$ cat src/rtl/lsh_pkg.sv
// package: types, constants and tables for the lsh-256 hash core
`timescale 1ns / 1ps
package lsh_pkg;

  localparam int NumSteps = 26;
  localparam int BlockWords = 32;
  localparam int CvWords = 16;
  localparam int StepW = $clog2(NumSteps + 1);
  localparam logic [31:0] PadByte = 32'h0000_0080;

  typedef logic [31:0] word_t;
  typedef word_t [CvWords-1:0] cv_t;
  typedef word_t [BlockWords-1:0] blk_t;

  // a finished block handed from the front part to the compression part
  typedef struct packed {
    blk_t blk;
    logic fin;
  } job_t;

  typedef enum logic [1:0] {
    S_IDLE,
    S_MIX,
    S_FIN,
    S_OUT
  } cmp_state_t;

  function automatic cv_t iv_words();
    cv_t v;
    v[0] = 32'h46a10f1f; v[1] = 32'hfddce486; v[2] = 32'hb41443a8; v[3] = 32'h198e6b9d;
    v[4] = 32'h3304388d; v[5] = 32'hb0f5a3c7; v[6] = 32'hb36061c4; v[7] = 32'h7adbd553;
    v[8] = 32'h105d5378; v[9] = 32'h2f74de54; v[10] = 32'h5c2f2d95; v[11] = 32'hf2553fbe;
    v[12] = 32'h8051357a; v[13] = 32'h138668c8; v[14] = 32'h47aa4484; v[15] = 32'he01afb41;
    return v;
  endfunction

  localparam logic [31:0] StepConst [0:207] = '{
    32'h917caf90, 32'h6c1b10a2, 32'h6f352943, 32'hcf778243, 32'h2ceb7472, 32'h29e96ff2,
    32'h8a9ba428, 32'h2eeb2642, 32'h0e2c4021, 32'h872bb30e, 32'ha45e6cb2, 32'h46f9c612,
    32'h185fe69e, 32'h1359621b, 32'h263fccb2, 32'h1a116870, 32'h3a6c612f, 32'hb2dec195,
    32'h02cb1f56, 32'h40bfd858, 32'h784684b6, 32'h6cbb7d2e, 32'h660c7ed8, 32'h2b79d88a,
    32'ha6cd9069, 32'h91a05747, 32'hcdea7558, 32'h00983098, 32'hbecb3b2e, 32'h2838ab9a,
    32'h728b573e, 32'ha55262b5, 32'h745dfa0f, 32'h31f79ed8, 32'hb85fce25, 32'h98c8c898,
    32'h8a0669ec, 32'h60e445c2, 32'hfde295b0, 32'hf7b5185a, 32'hd2580983, 32'h29967709,
    32'h182df3dd, 32'h61916130, 32'h90705676, 32'h452a0822, 32'he07846ad, 32'haccd7351,
    32'h2a618d55, 32'hc00d8032, 32'h4621d0f5, 32'hf2f29191, 32'h00c6cd06, 32'h6f322a67,
    32'h58bef48d, 32'h7a40c4fd, 32'h8beee27f, 32'hcd8db2f2, 32'h67f2c63b, 32'he5842383,
    32'hc793d306, 32'ha15c91d6, 32'h17b381e5, 32'hbb05c277, 32'h7ad1620a, 32'h5b40a5bf,
    32'h5ab901a2, 32'h69a7a768, 32'h5b66d9cd, 32'hfdee6877, 32'hcb3566fc, 32'hc0c83a32,
    32'h4c336c84, 32'h9be6651a, 32'h13baa3fc, 32'h114f0fd1, 32'hc240a728, 32'hec56e074,
    32'h009c63c7, 32'h89026cf2, 32'h7f9ff0d0, 32'h824b7fb5, 32'hce5ea00f, 32'h605ee0e2,
    32'h02e7cfea, 32'h43375560, 32'h9d002ac7, 32'h8b6f5f7b, 32'h1f90c14f, 32'hcdcb3537,
    32'h2cfeafdd, 32'hbf3fc342, 32'heab7b9ec, 32'h7a8cb5a3, 32'h9d2af264, 32'hfacedb06,
    32'hb052106e, 32'h99006d04, 32'h2bae8d09, 32'hff030601, 32'ha271a6d6, 32'h0742591d,
    32'hc81d5701, 32'hc9a9e200, 32'h02627f1e, 32'h996d719d, 32'hda3b9634, 32'h02090800,
    32'h14187d78, 32'h499b7624, 32'he57458c9, 32'h738be2c9, 32'h64e19d20, 32'h06df0f36,
    32'h15d1cb0e, 32'h0b110802, 32'h2c95f58c, 32'he5119a6d, 32'h59cd22ae, 32'hff6eac3c,
    32'h467ebd84, 32'he5ee453c, 32'he79cd923, 32'h1c190a0d, 32'hc28b81b8, 32'hf6ac0852,
    32'h26efd107, 32'h6e1ae93b, 32'hc53c41ca, 32'hd4338221, 32'h8475fd0a, 32'h35231729,
    32'h4e0d3a7a, 32'ha2b45b48, 32'h16c0d82d, 32'h890424a9, 32'h017e0c8f, 32'h07b5a3f5,
    32'hfa73078e, 32'h583a405e, 32'h5b47b4c8, 32'h570fa3ea, 32'hd7990543, 32'h8d28ce32,
    32'h7f8a9b90, 32'hbd5998fc, 32'h6d7a9688, 32'h927a9eb6, 32'ha2fc7d23, 32'h66b38e41,
    32'h709e491a, 32'hb5f700bf, 32'h0a262c0f, 32'h16f295b9, 32'he8111ef5, 32'h0d195548,
    32'h9f79a0c5, 32'h1a41cfa7, 32'h0ee7638a, 32'hacf7c074, 32'h30523b19, 32'h09884ecf,
    32'hf93014dd, 32'h266e9d55, 32'h191a6664, 32'h5c1176c1, 32'hf64aed98, 32'ha4b83520,
    32'h828d5449, 32'h91d71dd8, 32'h2944f2d6, 32'h950bf27b, 32'h3380ca7d, 32'h6d88381d,
    32'h4138868e, 32'h5ced55c4, 32'h0fe19dcb, 32'h68f4f669, 32'h6e37c8ff, 32'ha0fe6e10,
    32'hb44b47b0, 32'hf5c0558a, 32'h79bf14cf, 32'h4a431a20, 32'hf17f68da, 32'h5deb5fd1,
    32'ha600c86d, 32'h9f6c7eb0, 32'hff92f864, 32'hb615e07f, 32'h38d3e448, 32'h8d5d3a6a,
    32'h70e843cb, 32'h494b312e, 32'ha6c93613, 32'h0beb2f4f, 32'h928b5d63, 32'hcbf66035,
    32'h0cb82c80, 32'hea97a4f7, 32'h592c0f3b, 32'h947c5f77, 32'h6fff49b9, 32'hf71a7e5a,
    32'h1de8c0f5, 32'hc2569600, 32'hc4e4ac8c, 32'h823c9ce1
  };

  localparam int GammaRot [0:7] = '{0, 8, 16, 24, 24, 16, 8, 0};
  localparam int TauSel [0:15] = '{3, 2, 0, 1, 7, 4, 5, 6, 11, 10, 8, 9, 15, 12, 13, 14};
  localparam int SigmaSel [0:15] = '{6, 4, 5, 7, 12, 15, 14, 13, 2, 0, 1, 3, 8, 11, 10, 9};

  // fixed rotations, a zero amount passes the word through
  function automatic word_t rotl(input word_t v, input int r);
    word_t res;
    res = v;
    if ((r % 32) != 0) begin
      res = (v << (r % 32)) | (v >> (32 - (r % 32)));
    end
    return res;
  endfunction

endpackage

$ cat src/rtl/lsh_if.sv
// interfaces: valid/ready stream channels for input words and digest words
`timescale 1ns / 1ps
interface lsh_in_if;
  logic        valid;
  logic        ready;
  logic [31:0] message_word;
  logic [2:0]  valid_bytes;
  logic        last_word;
  modport source (output valid, message_word, valid_bytes, last_word, input ready);
  modport sink (input valid, message_word, valid_bytes, last_word, output ready);
endinterface


$ cat src/rtl/lsh_front.sv
// front part: gathers words into blocks, pads the final block
`timescale 1ns / 1ps
module lsh_front (
  input  logic           clk,
  input  logic           rst_n,
  lsh_in_if.sink         in_ch,
  output logic           job_valid,
  input  logic           job_ready,
  output lsh_pkg::job_t  job
);
  lsh_pkg::blk_t blk_r, blk_nxt;
  logic [4:0]    widx_r, widx_nxt;
  // pending pad block after a last word that closed a full block
  logic          pad_r, pad_nxt;
  logic          jv_r, jv_nxt;
  logic          fin_r, fin_nxt;
  logic [31:0]   mask;
  logic [31:0]   padw;
  logic [2:0]    nb;

  assign job_valid = jv_r;
  assign job.blk   = blk_r;
  assign job.fin   = fin_r;
  assign in_ch.ready = !jv_r && !pad_r;

  always_comb begin
    nb = (in_ch.valid_bytes > 3'd4) ? 3'd4 : in_ch.valid_bytes;
    unique case (nb)
      3'd0:    mask = 32'h0000_0000;
      3'd1:    mask = 32'h0000_00ff;
      3'd2:    mask = 32'h0000_ffff;
      3'd3:    mask = 32'h00ff_ffff;
      default: mask = 32'hffff_ffff;
    endcase
    padw = (in_ch.message_word & mask) | (lsh_pkg::PadByte << {nb[1:0], 3'b000});
  end

  always_comb begin
    blk_nxt  = blk_r;
    widx_nxt = widx_r;
    pad_nxt  = pad_r;
    jv_nxt   = jv_r;
    fin_nxt  = fin_r;
    if (jv_r && job_ready) begin
      jv_nxt = 1'b0;
    end
    if (pad_r && !jv_r) begin
      // fresh block holding only the pad byte
      blk_nxt     = '0;
      blk_nxt[0]  = lsh_pkg::PadByte;
      pad_nxt     = 1'b0;
      jv_nxt      = 1'b1;
      fin_nxt     = 1'b1;
    end else if (in_ch.valid && in_ch.ready) begin
      if (!in_ch.last_word || nb == 3'd4) begin
        blk_nxt[widx_r] = in_ch.message_word;
        if (in_ch.last_word) begin
          for (int i = 0; i < lsh_pkg::BlockWords; i++) begin
            if (i > widx_r) blk_nxt[i] = (i == widx_r + 1) ? lsh_pkg::PadByte : '0;
          end
          if (widx_r == 5'd31) begin
            pad_nxt = 1'b1;
            fin_nxt = 1'b0;
          end else begin
            fin_nxt = 1'b1;
          end
          jv_nxt   = 1'b1;
          widx_nxt = '0;
        end else begin
          widx_nxt = widx_r + 5'd1;
          if (widx_r == 5'd31) begin
            jv_nxt  = 1'b1;
            fin_nxt = 1'b0;
          end
        end
      end else begin
        blk_nxt[widx_r] = padw;
        for (int i = 0; i < lsh_pkg::BlockWords; i++) begin
          if (i > widx_r) blk_nxt[i] = '0;
        end
        jv_nxt   = 1'b1;
        fin_nxt  = 1'b1;
        widx_nxt = '0;
      end
    end
  end

  always_ff @(posedge clk) begin
    blk_r <= blk_nxt;
    if (!rst_n) begin
      widx_r <= '0;
      pad_r  <= 1'b0;
      jv_r   <= 1'b0;
      fin_r  <= 1'b0;
    end else begin
      widx_r <= widx_nxt;
      pad_r  <= pad_nxt;
      jv_r   <= jv_nxt;
      fin_r  <= fin_nxt;
    end
  end

`ifndef SYNTHESIS
  a_pad_final: assert property (@(posedge clk) disable iff (!rst_n)
    pad_r && !jv_r |=> jv_r && fin_r) else $error("pad block not issued");
  a_no_take: assert property (@(posedge clk) disable iff (!rst_n)
    jv_r |-> !in_ch.ready) else $error("input taken while job pending");
  a_hold: assert property (@(posedge clk) disable iff (!rst_n)
    jv_r && !job_ready |=> jv_r && $stable(fin_r)) else $error("job dropped");
`endif
endmodule

$ cat src/flat_wrapper.sv
// flat-port wrapper written by rule: the top's interface ports become plain ports
module lsh_front_flat 
  (clk, rst_n, job_valid, job_ready, job, in_ch_valid, in_ch_message_word, in_ch_valid_bytes, in_ch_last_word, in_ch_ready);
  lsh_in_if in_ch_i ();
  input  logic clk;
  input  logic rst_n;
  output logic job_valid;
  input  logic job_ready;
  output lsh_pkg::job_t job;
  input wire logic [$bits(in_ch_i.valid)-1:0] in_ch_valid;
  input wire logic [$bits(in_ch_i.message_word)-1:0] in_ch_message_word;
  input wire logic [$bits(in_ch_i.valid_bytes)-1:0] in_ch_valid_bytes;
  input wire logic [$bits(in_ch_i.last_word)-1:0] in_ch_last_word;
  output wire logic [$bits(in_ch_i.ready)-1:0] in_ch_ready;
  assign in_ch_i.valid = in_ch_valid;
  assign in_ch_i.message_word = in_ch_message_word;
  assign in_ch_i.valid_bytes = in_ch_valid_bytes;
  assign in_ch_i.last_word = in_ch_last_word;
  assign in_ch_ready = in_ch_i.ready;
  lsh_front u_core (.clk(clk), .rst_n(rst_n), .in_ch(in_ch_i), .job_valid(job_valid), .job_ready(job_ready), .job(job));
endmodule
$ cat config.mk
export PLATFORM = sky130hd
export DESIGN_NAME = lsh_front_flat
export DESIGN_NICKNAME = d
export VERILOG_FILES = /design/src/rtl/lsh_pkg.sv /design/src/rtl/lsh_if.sv /design/src/rtl/lsh_front.sv /design/src/flat_wrapper.sv
export SDC_FILE = /design/constraint.sdc
export NUM_CORES = 2
export LEC_CHECK = 0
export ABC_CLOCK_PERIOD_IN_PS = 2730
export BUFFER_PORTS_ARGS = -buffer_cell sky130_fd_sc_hd__buf_2
export CAP_MARGIN = 20
export CORE_AREA = 10 10 403 405
export CTS_BUF_LIST = sky130_fd_sc_hd__clkbuf_4
export CTS_CLUSTER_DIAMETER = 120
export DETAILED_ROUTE_END_ITERATION = 6
export DIE_AREA = 0 0 413 415
export PLACE_DENSITY_LB_ADDON = 0.15
export RECOVER_POWER = 100
export SYNTH_ARGS = -nofsm -noshare
export SYNTH_HDL_FRONTEND = slang
export SYNTH_SLANG_ARGS = --single-unit
$ cat constraint.sdc
create_clock -name clk -period 2.73 [get_ports clk]
set_clock_uncertainty 0.1 [all_clocks]
set_input_delay 0.4095 -clock clk [delete_from_list [all_inputs] [get_ports clk]]
set_output_delay 0.4095 -clock clk [all_outputs]
set_load 0.01 [all_outputs]
After elaboration in Yosys (flattened, before gate mapping) --
Index checks and enable logic that the tools add are counted. Widths: inputs -> output; s select.
Cells by class: bitwise gates (word level) 4, reductions and logical operators 15, muxes and demuxes 115, shift operators 1, $add $sub $neg 2, order comparisons 34, eq/ne operators 37
Operator list (count):
- $bwmux 1024 | 2
- $mux 32 | 63
- $mux 1024 | 1
- $mux 992 | 1
- $eq 5x32->1 const A | 16
- $eq 4x32->1 const A | 8
- $mux 8 | 31
- $demux 32 s5 | 1
- $eq 3x32->1 const A | 4
- $pmux 32 s4 | 1
- $gt 5x5->1 const A | 16
- $eq 2x32->1 const A | 2
- $gt 4x5->1 const A | 8
- $and 32x32->32 | 1
- $eq 1x32->1 const A | 1
- $or 32x32->32 | 1
- $shl 8x5->32 const A | 1
- $gt 3x5->1 const A | 4
- $mux 1 | 12
- $gt 2x5->1 const A | 2
- $mux 5 | 2
- $add 5x1->6 const B | 1
- $eq 3x2->1 const B | 2
- $lt 5x6->1 const B | 1
- other kinds (18) | 26
Word-level totals: input port bits 40, output and inout bits 1027, bits in registers 1032, word-level logic and storage cells 244

Longest topological paths before layout --
depth in word-level cells 9, mapped depth 14, gate-level depth less buffers 8

Worst setup path before layout --
OpenSTA, ideal clock, no wires.
path kind reg2reg, start point reg u_core.widx_r[3], end point reg u_core.blk_r (netlist bit u_core.job[552]), data arrival time 2599 ps, setup slack -60 ps, buffers on the path 7, cell stages (with the launch flop) 15, library setup time 91 ps, clock period less this slack 2790 ps, required time 2539 ps, cells stage by stage dfxtp_1 -> buf_6 -> buf_6 -> buf_6 -> buf_6 -> buf_6 -> buf_2 -> nand2_1 -> nor2_1 -> ha_1 -> clkbuf_1 -> o211a_1 -> nand2_1 -> or3_1 -> a311oi_1
Between the ends: word-level cells in the longest chain between the ends 8, elaborated cells between the ends (all ways) 15, those cells by class add/sub: 1; order compare: 3; eq/ne: 1; mux: 9; reduce/logical: 1
RTL lines:
- from (decl) | RTL line lsh_front.sv:12 | logic [4:0] widx_r, widx_nxt;
- from (signal assigned) | RTL line lsh_front.sv:96 | widx_r <= widx_nxt;
- $lt 5x6->1 (implied by the code) / $ge 5x1->1 (equally long branches) | RTL line lsh_front.sv:56, lsh_front.sv:77
- $logic_and 1x1->1 (implied by the code) | RTL line lsh_front.sv:56, lsh_front.sv:77
- $mux 32 (implied by the code) | RTL line lsh_front.sv:56, lsh_front.sv:77
- $demux 32 s5
- $bwmux 1024 | RTL line lsh_front.sv:56 | blk_nxt[widx_r] = in_ch.message_word;
- $mux 32 | RTL line lsh_front.sv:59 | if (i > widx_r) blk_nxt[i] = (i == widx_r + 1) ? lsh_pkg::PadByte : '0;
- $mux 992 | RTL line lsh_front.sv:57 | if (in_ch.last_word) begin
- $mux 1024 (*) | RTL line lsh_front.sv:55 | if (!in_ch.last_word || nb == 3'd4) begin
- to (signal assigned) | RTL line lsh_front.sv:89 | blk_r <= blk_nxt;
- to (decl) | RTL line lsh_front.sv:11 | lsh_pkg::blk_t blk_r, blk_nxt;
Every way passes the cells marked *; elsewhere a longest branch is shown, timed or not. A chain may end at the register's enable or synchronous reset.

Worst setup path in the final report --
start point reg u_core.widx_r[0], end point reg u_core.blk_r (netlist bit u_core.job[744])
Same word-level chain as after synthesis.

==> flow_summary.json <==
{
  "leakage_nw": 24.9,
  "grt_pass1_wl_um": 349000,
  "die-area_mm2": 0.171,
  "sw_frac_of_total": 0.289,
  "ys_seq_area_frac": 0.509,
  "grt_usage": 0.284,
  "final-hold-violation-count": 0,
  "ys.flop_type": "dfxtp_1",
  "switching_power_mw": 9.85,
  "drtPass1Iterations": 6,
  "clkPwrFrac": 0.440,
  "sequentialPowerShare": 0.454,
  "ys_ff_latch": 1032,
  "cp_data_arrival_time_ps": 3710,
  "drive_gt1_frac": 0.345,
  "die_w_um": 413,
  "p_comb_frac": 0.106,
  "post_dp_cell_area_mm2": 0.0504,
  "async_reset_ff_frac": 0,
  "cts_tree": "built",
  "place.gp.congestion": 0.916,
  "synthTopCellsByCount": "1032 x dfxtp_1, 665 x o21ai_0, 587 x a21oi_1, 447 x nor2_1, 446 x nand2_1",
  "syn_area_mm2": 0.0406,
  "synth_cells": 4660,
  "fp-row-count": 144,
  "p_per_area_mw_per_mm2": 622,
  "fmaxAchievable_mhz": 373,
  "hp-class": "primary input to flip-flop",
  "grt_max_degree": 116,
  "synth_area_leaders": "dfxtp_1 51%, o21ai_0 8.2%, a21oi_1 7.2%, nor2_1 4.1%, nand2_1 4.1%",
  "path_class": "flip-flop to flip-flop",
  "regToRegSetupSlack_ps": 50,
  "status": "finished clean",
  "place_inst": 7719,
  "wl_um": 258000,
  "ios": 1067,
  "synth-edff-count": 0,
  "io_buffer_count": 1066,
  "die_h_um": 415,
  "cts_buffer_depth": 4,
  "r2r_end": "u_core.job[744]",
  "r2r_cells": 7,
  "finalMaxSlewViolations": 0,
  "startpoint_type": "flip-flop",
  "min_to": "u_core.job[248]",
  "dr.first_iter.drc_count": 4308,
  "core_mm2": 0.154,
  "yosysWarnings": 0,
  "p_int_mw": 24.2,
  "post-cts-setup-buffers": 0,
  "final_nets": 6086,
  "fin_cells": 8279,
  "path_clk_slew_ps": 70,
  "gr-total-overflow": 0,
  "synth_nets": 4706,
  "maxCapViolations": 0,
  "r2r_start": "u_core.widx_r[0]",
  "max-vdd-ir-drop_mv": 0.409,
  "critPathCaptureType": "flip-flop",
  "drc": 0,
  "tightest_slew_ps": 1070,
  "area_delta_synth_final_pct": 34.8,
  "required_ps": 3760,
  "hpwl_um": 186000,
  "post_drt_wl_per_cell_um": 31.2,
  "hp-start": "in_ch_message_word[23]",
  "numCtsBuffers": 316,
  "hold_depth": 4,
  "setup_viol": 0,
  "htree_num_levels": 5,
  "path_max_fanout": 13,
  "via_per_inst": 5.29,
  "clk_latency_ps": 1240,
  "vias": 43800,
  "slew_headroom": 0.282,
  "synth.avg_cell_area_um2": 8.70,
  "synth_top_area_frac": 0.509,
  "grt_pass1_vias": 42600,
  "fin_crit_ps": 2680,
  "grt_antenna_before_repair": 15,
  "ant_nets": 0,
  "initial_utilization": 0.264,
  "synth_cell_types": 110,
  "cts.sinks": 1032,
  "final_cell_area_mm2": 0.0547,
  "period_share": 0.981,
  "synth_most_common_cell": "dfxtp_1",
  "root_buffer": "clkbuf_4",
  "yosys.area.top_type": "dfxtp_1"
}
placed cells by master, fill, tap and decap left out, drive strengths merged, types with 7 or more instances in the layout:
cell type / count
a211oi: 15
a21boi: 8
a21o: 12
a21oi: 601
a221oi: 14
a22o: 189
a22oi: 197
a31oi: 55
and2: 26
and4b: 8
buf: 1469
clkbuf: 452
clkinv: 46
dfxtp: 1032
diode: 9
dlygate4sd3: 46
inv: 22
nand2: 446
nand2b: 12
nand3: 51
nand4: 10
nand4b: 7
nor2: 463
nor2b: 24
nor3: 32
o211a: 20
o211ai: 11
o21a: 17
o21ai: 712
o21bai: 31
o221a: 23
o22ai: 53
o31ai: 7
or2: 7
or3: 7
power by group through the flow:
stage | registers (mW) | logic [mW] | clock network (mW)
final | 15.5 | 3.61 | 15.0
after global routing | 15.5 | 3.78 | 16.1
after CTS | 15.5 | 3.61 | 15.3
after detailed placement | 15.8 | 3.53 | 0
after global placement | 15.8 | 3.53 | 0
after floorplan | 15.9 | 1.39 | 0
repair_timing:
action	in CTS	in global routing
gates resized for setup	5	21
hold buffers	46	0
hold endpoints to repair	1000	0
endpoints found under the setup margin	16	155
pin swaps	1	0
gates cloned	1	0
worst max path at each step:
stage	start	endpoint	slack (ps)
2_1_floorplan	u_core.widx_r[3]	u_core.job[744]	40
3_3_place_gp	in_ch_last_word	u_core.job[778]	-100
3_5_place_dp	u_core.widx_r[1]	u_core.job[776]	-70
4_1_cts	u_core.widx_r[1]	u_core.job[748]	5
5_1_grt	u_core.widx_r[0]	u_core.job[87]	-4
6_report	u_core.widx_r[0]	u_core.job[744]	50
flip-flops by register name, indices dropped and copies added, names as in the netlist:
name,cells
u_core.job_valid,1
u_core.pad_r,1
u_core.fin_r,1
u_core.job,1024
u_core.widx_r,5
logic make-up (layout without fill, tap and decap cells):
family          count (synthesis)  count (layout)  synth area share
flops                        1032            1032             0.509
other cells                     0               9                 0
simple gates                 1134            1134             0.126
compound gates               2007            2008             0.308
fa+ha+maj                       6               6           0.00185
buf+inv                       474            2039            0.0524
mux                             7               7           0.00207
metrics by stage:
step	total power [mW]	util	TNS, ps	setup slack [ps]	hold slack [ps]
2_1_floorplan	17.3	-	0	38.7	376
3_3_place_gp	19.3	0.327	-2440	-98.7	337
3_5_place_dp	19.3	0.328	-573	-71.4	343
4_1_cts	34.4	0.355	0	5.40	9.77
5_1_grt	35.4	0.355	-4.96	-4.27	51.2
6_report	34.0	0.355	0	51.2	154
per-layer routing:
| layer | vias up | track usage | share of wire |
|---|---|---|---|
| met5 | - | 0 | 0.00010 |
| met4 | 4 | 0.127 | 0.046 |
| met3 | 470 | 0.0826 | 0.086 |
| met2 | 2154 | 0.473 | 0.48 |
| met1 | 21500 | 0.334 | 0.39 |
| li1 | 19600 | - | - |
area by class of cell:
| type | instances | area, µm² |
|---|---|---|
| Antenna cell | 9 | 22.5 |
| Clock buffer | 450 | 3380 |
| Clock inverter | 54 | 317 |
| Fill cell | 16500 | 99200 |
| Inverter | 18 | 67.6 |
| Multi-Input combinational cell | 3155 | 18100 |
| Sequential cell | 1032 | 20700 |
| Tap cell | 2044 | 2560 |
| Timing Repair Buffer | 1517 | 9590 |
worst max-delay path, stage by stage, from the launching register on:
cell and delay [ps]:
dfxtp_1 400, ha_2 270, buf_4 250, a21oi_1 130, o21ai_1 840, o22ai_1 220, a31oi_1 230, o21a_1 130
Power figures use the tool's default switching activity.
